### src/sv/aes_round_ram.sv
// Generic single-port-write RAM with registered read.
`default_nettype none
module aes_round_ram #(
    parameter int WIDTH = 32,
    parameter int DEPTH = 64
) (
    input  wire logic                     i_clk,
    input  wire logic                     i_we,
    input  wire logic [$clog2(DEPTH)-1:0] i_waddr,
    input  wire logic [WIDTH-1:0]         i_wdata,
    input  wire logic [$clog2(DEPTH)-1:0] i_raddr,
    output logic      [WIDTH-1:0]         o_rdata
);
    logic [WIDTH-1:0] r_mem [DEPTH];

    // Write port and registered read port.
    always_ff @(posedge i_clk) begin
        if (i_we) begin
            r_mem[i_waddr] <= i_wdata;
        end
        o_rdata <= r_mem[i_raddr];
    end
endmodule
`default_nettype wire

### config.mk
export PLATFORM = sky130hd
export DESIGN_NAME = aes_round_ram
export DESIGN_NICKNAME = d
export VERILOG_FILES = /design/src/sv/aes_round_ram.sv
export SDC_FILE = /design/constraint.sdc
export NUM_CORES = 2
export LEC_CHECK = 0
export ABC_AREA = 1
export BUFFER_PORTS_ARGS = -buffer_cell sky130_fd_sc_hd__buf_2
export CAP_MARGIN = 20
export CELL_PAD_IN_SITES_DETAIL_PLACEMENT = 2
export CELL_PAD_IN_SITES_GLOBAL_PLACEMENT = 2
export CORE_MARGIN = 4
export CORE_UTILIZATION = 40
export DETAILED_ROUTE_END_ITERATION = 16
export GPL_TIMING_DRIVEN = 0
export PLACE_DENSITY = 0.84
export REMOVE_ABC_BUFFERS = 1
export SETUP_SLACK_MARGIN = 0.15
export SKIP_CTS_REPAIR_TIMING = 1
export SYNTH_ARGS = -nofsm -noshare
export SYNTH_HDL_FRONTEND = slang
export SYNTH_SLANG_ARGS = --single-unit
### constraint.sdc
create_clock -name i_clk -period 5.9 [get_ports i_clk]
set_input_delay 1.475 -clock i_clk [delete_from_list [all_inputs] [get_ports i_clk]]
set_output_delay 1.475 -clock i_clk [all_outputs]
set_load 0.01 [all_outputs]
# Yosys cells after proc, flatten, opt, wreduce, memory -nomap -nowiden
# Memory sizes are Yosys's and may differ from the RTL's. A register that Yosys moved wholly into a read port is not among the register bits.
# Index checks and enable logic that the tools add are counted.
[totals]
register_bits = 0
latchBits = 0
ram_bits = 2048
romBits = 0
in_bits = 46
output_inout_bits = 32
word_cells = 3
mem_count = 1
[mem_list]
columns = ["name", "words", "width", "read_ports", "rd_ports_with_merged_regs", "wr", "line", "text"]
rows = [
  ["r_mem", 64, 32, 1, 1, 1, "14", "logic [WIDTH-1:0] r_mem [DEPTH];"],
]
[classes]
n_addsub = 0
multipliers = 0
div = 0
n_lt_le_gt_ge = 0
n_eq_ne = 0
n_shift = 0
mux = 2
bitwise = 0
n_reduce_logical = 0
[op_table]
columns = ["op", "count"]
rows = [
  ["2-to-1 mux 1 bit", 2],
]

# Logic depth before layout (Yosys ltp)
[logic_depth]
word_depth = 2
ltp_mapped = 13
mapped_depth_nobuf = 9

# Worst setup path after synthesis
# Ideal clock, no wire load.
[synth_timing]
kind = "input-to-reg"
startpoint = "input i_we"
endpoint = "memory r_mem[48][0] (enable)"
setup_time_ns = 0.502
arrival_time_ns = 5.103
required_ns = 5.398
setup_slack_ns = 0.295
path_stages = 3
path_buffers = 1
cell_sequence = "clkbuf_1 nand4_1 nor4_1"
[synth_between]
elab_chain_len = 2
[synth_rtl]
columns = ["element", "line", "text"]
rows = [
  ["start: declaration", "8", "input wire logic i_we,"],
  ["2-to-1 mux 1 bit", "18", "if (i_we) begin"],
  ["2-to-1 mux 1 bit (not written as such)", "19", "r_mem[i_waddr] <= i_wdata;"],
  ["end: declaration", "14", ""],
]
# Every way passes these cells.

==> reports/summary.txt <==
status -> completed
CTS Root Cell -> clkbuf_16
Synth Flop Type -> edfxtp_1
fmax -> 187 MHz
top cells by area, synth -> edfxtp_1 74%, nand3_1 12%, nand2_1 10%
fin crit share -> 0.907
Die Width -> 463 um
unrepaired setup endpoints after global routing -> no
via count -> 61.7k
# rows -> 166
gr usage total -> 0.323
Tightest Pin Transition -> 1280 ps
hold path depth -> 8
post-detailed-route count of antenna-violating nets -> 0
max-cap violations -> 0
Synth-to-Final Area Change -> 15.4%
NetSw -> 8100 uW
Clock Latency Late Sink -> 900 ps
first-pass GRT wire length -> 500000 um
worst vdd ir -> 0.000237 V
skew final -> 41.9 ps
Reg power frac -> 0.504
synth cell count leaders -> 2248 x nand2_1, 2048 x edfxtp_1, 1907 x nand3_1
Syn Inst Count -> 6769
Max Buffers Root-to-Sink -> 3
# DRC -> 0
pre-CTS WS -> -316 ps
Yosys reg bits -> 2080
drt via density -> 6.37
port buffer count -> 77
Syn Std Cell Area -> 0.0827 sq mm
CP Capture Type -> flop
CP startpoint kind -> input pin
IO Pins -> 78
Post-synth EDFFs -> 2048
critical path arrival -> 6110 ps
yosys warns -> 0
CTS tree -> done
Worst Slack Setup Final -> 548 ps
final setup TNS -> 0 ps
fraction of power spent switching nets -> 0.249
Synth cell types -> 16
flop-to-flop setup slack -> 3630 ps
clock sinks -> 2080
H-tree level count -> 4
worst hold-check path type -> reg -> reg
die area -> 0.214 sq mm
Cells after DPL -> 9257
Avg Cell Area, Syn -> 12.2 sq um
1st-iter DRT viols -> 8496
post-synth top area cell -> edfxtp_1
reg-to-reg endpoint -> o_rdata[25]
Worst-path clk slew -> 80 ps
register area share after synthesis -> 0.751
gpl congestion -> 0.724
final WL -> 362000 um
Required @ worst endpoint -> 6660 ps
final setup vio count -> 0
Layout Cells excl Fill -> 9690
Initial Util -> 0.403
cell internal pwr -> 24400 uW
Tot Pwr -> 32500 uW
share of cells above drive strength 1 -> 0.0926
clock period minus worst slack -> 5350 ps
FFs w/ async S/R, synth -> 0
Crit Path Max Fanout -> 219
TritonRoute pass-1 iters -> 6
die height -> 463 um
post-synth top area share -> 0.743
Power Density -> 341 mW/mm^2
Num CTS Buffers -> 210
WL/cell -> 37.3 um
vias in the first global route -> 66.8k
core area -> 0.205 sq mm
largest net degree at the start of global routing -> 226
Final HPWL DP -> 195000 um
Setup CP Type -> in -> reg
initial antenna violation count -> 26
final hold violation count -> 0
Slew Limit Fails -> 0
leakage -> 0.0333 uW
Max-Slew Margin vs Limit -> 0.143
most common cell in the netlist -> nand2_1
Comb pwr share -> 0.067
Clk network pwr share -> 0.429
WHS Endpoint -> o_rdata[4]
RR Startpoint -> r_mem[16][25]
grt ovf -> 0
Worst R2R Path Depth -> 8
Final Net Count -> 6853
HP Start -> r_mem[8][4]
-- critical path, stage by stage --
cell,delay [ps]
buf_8,100
buf_16,200
buf_16,360
inv_16,560
buf_16,410
buf_16,620
nand2_1,210
nand3_1,170
nand3_1,110
nand3_1,100
nand3_1,150
nand2_1,180
nand2_1,200
nand2_1,450
-- cell usage in the layout, fill, tap and decap left out, drive strengths merged --
cell,netlist,routed
clkinv,0,87
nand4,9,9
clkinvlp,0,7
diode,0,15
nand3,1907,1907
edfxtp,2048,2048
clkbuf,77,277
nor2,56,56
bufinv,0,17
nand2,2248,2248
buf,372,274
inv,12,17
nor4,8,8
dfxtp,32,32
-- metal layers --
layer | up-vias | routed length (um) | GRT usage
met1 | 32427 | 128000 | 0.372
li1 | 24225 | - | -
met3 | 1188 | 28700 | 0.0607
met4 | 6 | 25700 | 0.218
met5 | - | 37 | 0
met2 | 3866 | 180000 | 0.547
-- state kept, by name, summed over array words and instances (netlist names) --
name and count:
r_mem 2048, o_rdata 32
-- worst max-delay path by stage --
stage,endpoint,from,slack [ps]
2_1_floorplan,o_rdata[17],i_raddr[0],-1110
3_3_place_gp,o_rdata[24],i_raddr[0],-58060
3_5_place_dp,o_rdata[24],i_raddr[0],-320
4_1_cts,o_rdata[24],i_raddr[0],560
5_1_grt,o_rdata[25],i_raddr[0],490
6_report,o_rdata[24],i_raddr[0],550
-- power by group through the flow --
stage          Clock, uW  Combinational (uW)  Sequential, uW
2_1_floorplan          0                 871           16700
3_3_place_gp           0                2080           16700
4_1_cts            13900                2070           16400
6_report           14000                2180           16400
5_1_grt            14600                2270           16400
3_5_place_dp           0                1980           16700
-- cell type report --
type	instances	area (sq um)
Tap cell	2688	3360
Inverter	12	86.3
Multi-Input combinational cell	4228	18800
Clock buffer	276	5750
Sequential cell	2080	62100
Timing Repair Buffer	275	4240
Clock inverter	116	1070
Antenna cell	15	37.5
Fill cell	19789	110000
-- logic make-up (layout without fill, tap and decap cells) --
group         count (synthesis)  in the layout  share of synthesized area
buf+inv                     461            679                     0.0278
simple gates               4228           4228                      0.221
flops                      2080           2080                      0.751
other cells                   0             15                          0
-- metrics by stage --
step / cell area [sq um] / hold WS, ps / util
finish: 95500 / 915 / 0.465
CTS: 94900 / 912 / 0.462
global placement: 84200 / 802 / 0.410
detailed placement: 88100 / 841 / 0.429
floorplan: 80500 / 720 / -
global route: 95400 / 987 / 0.465
Power figures use the tool's default switching activity.
